File: src/hw/rtl/tun_pkg.sv
// Package for the triangle unit normal block: default sizes and lane count.
// Used by every module of the block; depends on nothing.
`default_nettype none
package tun_pkg;
    localparam int COORD_WIDTH_DEF      = 16;
    localparam int NORMAL_FRAC_BITS_DEF = 14;
    localparam int LANES                = 3;
    localparam int VERTEX_FIELDS        = 9;
endpackage
`default_nettype wire

File: src/hw/rtl/tun_cell.sv
// One cell of the quotient chain: settles one bit of the scaled ratio per lane.
// Holds residual, running product and partial quotient; depends on tun_pkg.
`default_nettype none
module tun_cell
    import tun_pkg::*;
#(
    parameter int AW = 102,
    parameter int KW = 16,
    parameter int J  = 0
) (
    input  wire logic          clk,
    input  wire logic          en,
    input  wire logic [AW-1:0] r_in [LANES],
    input  wire logic [AW-1:0] ks_in [LANES],
    input  wire logic [KW-1:0] k_in [LANES],
    input  wire logic          neg_in [LANES],
    input  wire logic [AW-1:0] s_in,
    input  wire logic          degen_in,
    output logic      [AW-1:0] r_out [LANES],
    output logic      [AW-1:0] ks_out [LANES],
    output logic      [KW-1:0] k_out [LANES],
    output logic               neg_out [LANES],
    output logic      [AW-1:0] s_out,
    output logic               degen_out
);
    logic [AW-1:0] r_reg [LANES];
    logic [AW-1:0] ks_reg [LANES];
    logic [KW-1:0] k_reg [LANES];
    logic          neg_reg [LANES];
    logic [AW-1:0] s_reg;
    logic          degen_reg;
    logic [AW-1:0] trial [LANES];

    always_comb
    begin
        for (int i = 0; i < LANES; i++)
        begin
            trial[i] = (ks_in[i] << (J + 1)) + (s_in << (2 * J));
        end
    end

    always_ff @(posedge clk)
    begin
        if (en)
        begin
            for (int i = 0; i < LANES; i++)
            begin
                if (r_in[i] >= trial[i])
                begin
                    r_reg[i]  <= r_in[i] - trial[i];
                    ks_reg[i] <= ks_in[i] + (s_in << J);
                    k_reg[i]  <= k_in[i] | (KW'(1) << J);
                end
                else
                begin
                    r_reg[i]  <= r_in[i];
                    ks_reg[i] <= ks_in[i];
                    k_reg[i]  <= k_in[i];
                end
                neg_reg[i] <= neg_in[i];
            end
            s_reg     <= s_in;
            degen_reg <= degen_in;
        end
    end

    assign r_out     = r_reg;
    assign ks_out    = ks_reg;
    assign k_out     = k_reg;
    assign neg_out   = neg_reg;
    assign s_out     = s_reg;
    assign degen_out = degen_reg;
endmodule
`default_nettype wire

File: config.mk
export PLATFORM = sky130hd
export DESIGN_NAME = tun_cell
export DESIGN_NICKNAME = d
export VERILOG_FILES = /design/src/hw/rtl/tun_pkg.sv /design/src/hw/rtl/tun_cell.sv
export SDC_FILE = /design/constraint.sdc
export NUM_CORES = 2
export LEC_CHECK = 0
export BUFFER_PORTS_ARGS = -buffer_cell sky130_fd_sc_hd__clkbuf_2
export CORE_AREA = 2 2 592 594
export CTS_CLUSTER_SIZE = 8
export DETAILED_ROUTE_END_ITERATION = 7
export DIE_AREA = 0 0 594 596
export PLACE_DENSITY = 0.38
export SLEW_MARGIN = 40
export SYNTH_ARGS = -nofsm -noshare
export SYNTH_HDL_FRONTEND = slang
export SYNTH_SLANG_ARGS = --single-unit
File: constraint.sdc
create_clock -name clk -period 9.1 [get_ports clk]
set_input_delay 0.91 -clock clk [delete_from_list [all_inputs] [get_ports clk]]
set_output_delay 0.91 -clock clk [all_outputs]
set_load 0.01 [all_outputs]
After elaboration in Yosys (flattened, before gate mapping)
Index checks and enable logic that the tools add are counted.
{"block": "op_classes", "magnitude_cmp": 3, "muxes": 6, "n_addsub": 9}
{"cell": "102-bit adder", "n": 6}
{"cell": "102-bit two-way mux", "n": 6}
{"cell": "102-bit >= comparator", "n": 3}
{"cell": "102-bit subtractor", "n": 3}
{"block": "word_totals", "inputBits": 768, "reg_bits": 766}

Longest topological paths before layout
{"block": "depth", "ltp_word": 3, "ltp_mapped": 32, "ltp_nobuf": 28}

Least setup slack after synthesis
No wires, ideal clock.
{"block": "synth_timing", "kind": "input to register", "startpoint": "input ks_in[204] in the netlist's numbering", "endpoint": "register ks_reg (netlist bit ks_out[204]), data pin", "path_buffers": 3, "stages": 29, "required_time_ns": 8.838, "arrival_time_ns": 6.500, "setup_ns": 0.262, "setup_slack_ns": 2.338, "path_cell_list": "ha_1 -> inv_1 -> fa_1 -> nor2b_1 -> o31a_1 -> or2_1 -> o2111ai_1 -> o21ai_1 -> a31oi_1 -> or4_1 -> nand2b_1 -> a31o_2 -> a21o_1 -> xnor2_1 -> ha_1 -> buf_2 -> a21oi_1 -> o21ai_1 -> or4_1 -> a21boi_0 -> and3_1 -> a211o_1 -> a21oi_1 -> nor3_2 -> o21ai_2 -> a21boi_1 -> buf_2 -> buf_4 -> mux2_1"}
{"block": "synth_between", "elab_chain_len": 3, "word_cells_on_any_way": 4, "classes_between": "add/sub (2); order compare (1); mux (1)"}
{"item": "start: declaration", "line_no": "tun_cell.sv:14", "rtl": "input wire logic [AW-1:0] ks_in [LANES],"}
{"item": "102-bit adder", "line_no": "tun_cell.sv:38", "rtl": "trial[i] = (ks_in[i] << (J + 1)) + (s_in << (2 * J));"}
{"item": "102-bit >= comparator", "line_no": "tun_cell.sv:48", "rtl": "if (r_in[i] >= trial[i])"}
{"item": "102-bit two-way mux (*)", "line_no": "tun_cell.sv:48"}
{"item": "end signal: indexed assignment", "line_no": "tun_cell.sv:51", "rtl": "ks_reg[i] <= ks_in[i] + (s_in << J);"}
{"item": "end signal: indexed assignment", "line_no": "tun_cell.sv:57", "rtl": "ks_reg[i] <= ks_in[i];"}
{"item": "end: declaration", "line_no": "tun_cell.sv:27", "rtl": "logic [AW-1:0] ks_reg [LANES];"}
Mark *: on every way between the ends. The rest lies on a longest branch, timed or not.
A chain may end at the register's enable or synchronous reset.

Worst setup path in the final report
{"block": "layout_timing", "startpoint": "input s_in[2]", "endpoint": "register ks_reg (netlist bit ks_out[268]), data pin"}
{"block": "layout_between", "elab_chain_len": 3, "word_cells_on_any_way": 4, "classes_between": "add/sub (2); order compare (1); mux (1)"}
{"item": "start: declaration", "line_no": "tun_cell.sv:17", "rtl": "input wire logic [AW-1:0] s_in,"}
{"item": "102-bit adder", "line_no": "tun_cell.sv:38"}
{"item": "102-bit >= comparator", "line_no": "tun_cell.sv:48"}
{"item": "102-bit two-way mux (*)", "line_no": "tun_cell.sv:48"}
Marks and branches as above.

==> results.rst <==
.. list-table::
   :header-rows: 1

   * - Metric
     - Value
   * - CP Class
     - in2reg
   * - H-tree Lvls
     - 3
   * - Width of the die
     - 594 um
   * - Maximum number of pins on one net before global-route repair
     - 120
   * - Setup slack of the critical path after layout
     - 920.5 ps
   * - Critical Path End Type
     - flop
   * - Floorplan die area
     - 354000 um2
   * - Final HPWL from detailed placement
     - 471500 um
   * - Worst-margin pin slew
     - 928.3 ps
   * - Count of endpoints failing setup in the final report
     - 0
   * - Setup repair after global routing missed its margin
     - false
   * - Shortest clock period the worst path allows after layout
     - 8180 ps
   * - Switching power
     - 10250 uW
   * - Leak pwr
     - 0.04417 uW
   * - Synthesized net count
     - 12530
   * - Sw Ratio
     - 0.4699
   * - Initial core utilization
     - 0.2479
   * - Count of flip-flops with a built-in enable after synthesis
     - 766
   * - Count of distinct cell types in the synthesized netlist
     - 102
   * - Proportion of layout cells with a drive suffix above 1
     - 0.1654
   * - Number of optimization iterations in the first detailed-route pass
     - 6
   * - Power share of the sequential group
     - 0.252
   * - Prevailing post-synth register cell
     - sky130_fd_sc_hd__edfxtp_1
   * - Post-route ant nets
     - 0
   * - Drt wl/cell
     - 32.53 um
   * - Combinational cell fraction of total power
     - 0.542
   * - Setup TNS after final layout
     - 0 ps
   * - Cts-stage hold buffer count
     - 0
   * - Num rows
     - 217
   * - Total count of max-transition violations in the final report
     - 0
   * - Final weighted congestion of routability-driven global placement
     - 0.9675
   * - Crit start category
     - primary input
   * - Number of buffers inserted during clock tree synthesis
     - 123
   * - Cell Pwr Density
     - 211.5 nW/um2
   * - Largest stage delay on the critical path
     - 530 ps
   * - Required time of the critical path
     - 9690 ps
   * - Wire length after detailed routing
     - 548300 um
   * - Post-synthesis instance area
     - 86230 um2
   * - Worst slew margin
     - 0.3812
   * - Max VDD drop
     - 0.1845 mV
   * - Global routing usage summed across all routing layers
     - 0.2954
   * - CTS tree
     - yes
   * - CTS sink cnt
     - 766
   * - Vias
     - 93300
   * - GRT Residual Overflow
     - 0
   * - Yosys warnings
     - 0
   * - Die Span Y
     - 596 um
   * - # IOs
     - 1534
   * - Path class of the lowest-slack min-delay path
     - in2reg
   * - Global-route wire length before repair
     - 735900 um
   * - Maxcap violations
     - 0
   * - Via count of the first global-routing pass
     - 88970
   * - Pre-CTS setup slack
     - 184.5 ps
   * - Cells after Synth
     - 10850
   * - P_int
     - 11560 uW
   * - Number of I/O port buffers
     - 1533
   * - Area added between synthesis and finish
     - 19.63%
   * - Maximum fanout encountered on the critical timing path
     - 104
   * - Critical Path Most Common Cell
     - sky130_fd_sc_hd__nand2_1
   * - Initial antenna violation count
     - 145
   * - Fillers
     - 37760
   * - Average cell area after synthesis
     - 7.950 um2
   * - Buffer levels on the longest clock path
     - 4
   * - Worst Path Arrival
     - 8770 ps
   * - Placed instance area
     - 99430 um2
   * - DRC Markers
     - 0
   * - # resized after CTS
     - 0
   * - Synth Register Bits
     - 766
   * - Status
     - finished clean
   * - Post-layout nets
     - 13840
   * - Async set-reset flop share out of synthesis
     - 0
   * - Portion of the post-synthesis area used by sequential elements
     - 0.2668
   * - Post-CTS Setup Bufs
     - 0
   * - Number of DRC markers after the initial detailed-route iteration
     - 9071
   * - CTS Root Buffer Type
     - sky130_fd_sc_hd__clkbuf_16
   * - Final hold violations
     - 0
   * - Share of the cycle needed by the critical path after routing
     - 0.8988
   * - Final core utilization
     - 0.2966
   * - Via-to-Cell Ratio
     - 5.535
   * - Core region area
     - 347800 um2
   * - Clock share of power
     - 0.206
   * - Maximum clock rate
     - 122.3 MHz
   * - Fin area
     - 103200 um2
   * - Clock transition time at the flip-flop clock pins of the worst setup and hold paths
     - 60 ps
   * - Critical Path Slowest Stage Cell
     - sky130_fd_sc_hd__o211ai_1
-- Yosys cell counts, types with 165 or more instances --
| cell | count | area, um2 |
|---|---|---|
| sky130_fd_sc_hd__o21bai_1 | 247 | 1854 |
| sky130_fd_sc_hd__ha_1 | 909 | 11370 |
| sky130_fd_sc_hd__edfxtp_1 | 766 | 23000 |
| sky130_fd_sc_hd__inv_1 | 282 | 1059 |
| sky130_fd_sc_hd__nand4_1 | 367 | 2296 |
| sky130_fd_sc_hd__nor2_1 | 897 | 3367 |
| sky130_fd_sc_hd__o21ai_1 | 202 | 1011 |
| sky130_fd_sc_hd__nand3_1 | 165 | 825.8 |
| sky130_fd_sc_hd__a21o_1 | 605 | 4542 |
| sky130_fd_sc_hd__nor3_1 | 191 | 955.9 |
| sky130_fd_sc_hd__a21oi_1 | 1494 | 7477 |
| sky130_fd_sc_hd__clkbuf_1 | 506 | 1899 |
| sky130_fd_sc_hd__nand2_1 | 1144 | 4294 |
| sky130_fd_sc_hd__xor2_1 | 353 | 3092 |
| sky130_fd_sc_hd__o21ai_0 | 719 | 3598 |
| sky130_fd_sc_hd__xnor2_1 | 499 | 4370 |
-- kinds of logic (layout without fill, tap and decap cells) --
logic type	Yosys count	count (layout)	share of synthesized area
AO/OA/AOI/OAI	4100	4100	0.2921
XOR/XNOR	852	852	0.08654
adder cells (fa/ha/maj)	918	918	0.1340
flip-flops	766	766	0.2668
AND/OR/NAND/NOR	3316	3316	0.1784
multiplexers	21	21	0.002626
other	0	58	0
buffers and inverters	873	2225	0.03966
-- power groups by stage --
stage / logic (uW) / clock network, uW / registers (uW)
6_report: 11800 / 4500 / 5500
5_1_grt: 12700 / 4730 / 5530
4_1_cts: 11700 / 4620 / 5510
3_5_place_dp: 11600 / 0 / 5550
3_3_place_gp: 11700 / 0 / 5580
2_1_floorplan: 6540 / 0 / 5650
-- through the flow --
stage / power [uW] / instances / hold slack, ps
final: 21820 / 16860 / 164.3
after detailed placement: 17200 / 16620 / 1089
after floorplan: 12200 / 10850 / 1009
after CTS: 21860 / 16800 / 86.83
after global placement: 17320 / 16620 / 1088
after global routing: 22990 / 16820 / 111.1
-- flip-flops by register name, summed over array words and instances (netlist names) --
name	cells
neg_out	3
r_out	306
s_out	102
k_out	48
degen_out	1
ks_out	306
-- path summary, 6_finish.rpt --
check,slack (ps),startpoint,to,cells after the start
setup / recovery,920,s_in[2],ks_out[268],30
hold / removal,160,neg_in[1],neg_out[1],1
-- layer usage --
layer,share of wire,track usage
met5,0.00048,0
met4,0.052,0.1381
met3,0.062,0.04758
met2,0.45,0.4674
met1,0.44,0.3918
-- critical path, delay by kind of cell --
family	cells	cell delay, ps
adders and majority gates	2	700
and+or+nand+nor	9	1970
xor gates and xnor gates	1	300
AOI/OAI and AO/OA	13	3260
buffers and inverters	5	1510
-- cell type report --
type                       instances  area [um2]  share of cell area
multi-input combinational       9207       59890              0.5806
tap                             4599        5754             0.05578
clock inverter                    36       409.1            0.003966
antenna                           58       145.1            0.001407
inverter                         283        1062             0.01030
sequential                       766       23000              0.2230
timing repair buffer            1769        9763             0.09465
clock buffer                     137        3131             0.03035
-- cells in the final DEF, fill, tap and decap left out, drive strengths merged, types with 28 or more instances in the layout --
cell    synthesis  layout
edfxtp        766     766
a211oi         68      68
o31a           28      28
and3           72      72
xor2          353     353
a31oi         117     117
nor3          192     192
nand4         367     367
nand2b        107     107
o21a          105     105
a21o          605     605
nand3         166     166
nor4           62      62
or2            36      36
nand2        1144    1144
or3            53      53
buf            84     238
a21oi        1497    1497
xnor2         499     499
diode           0      58
ha            909     909
and2           42      42
a221oi         43      43
o211ai         67      67
o21bai        248     248
nor2b          86      86
nor2          897     897
o31ai          86      86
inv           283     285
a21boi         59      59
clkbuf        506    1668
o21ai         923     923
No activity file was read; power rests on OpenSTA's default activity.
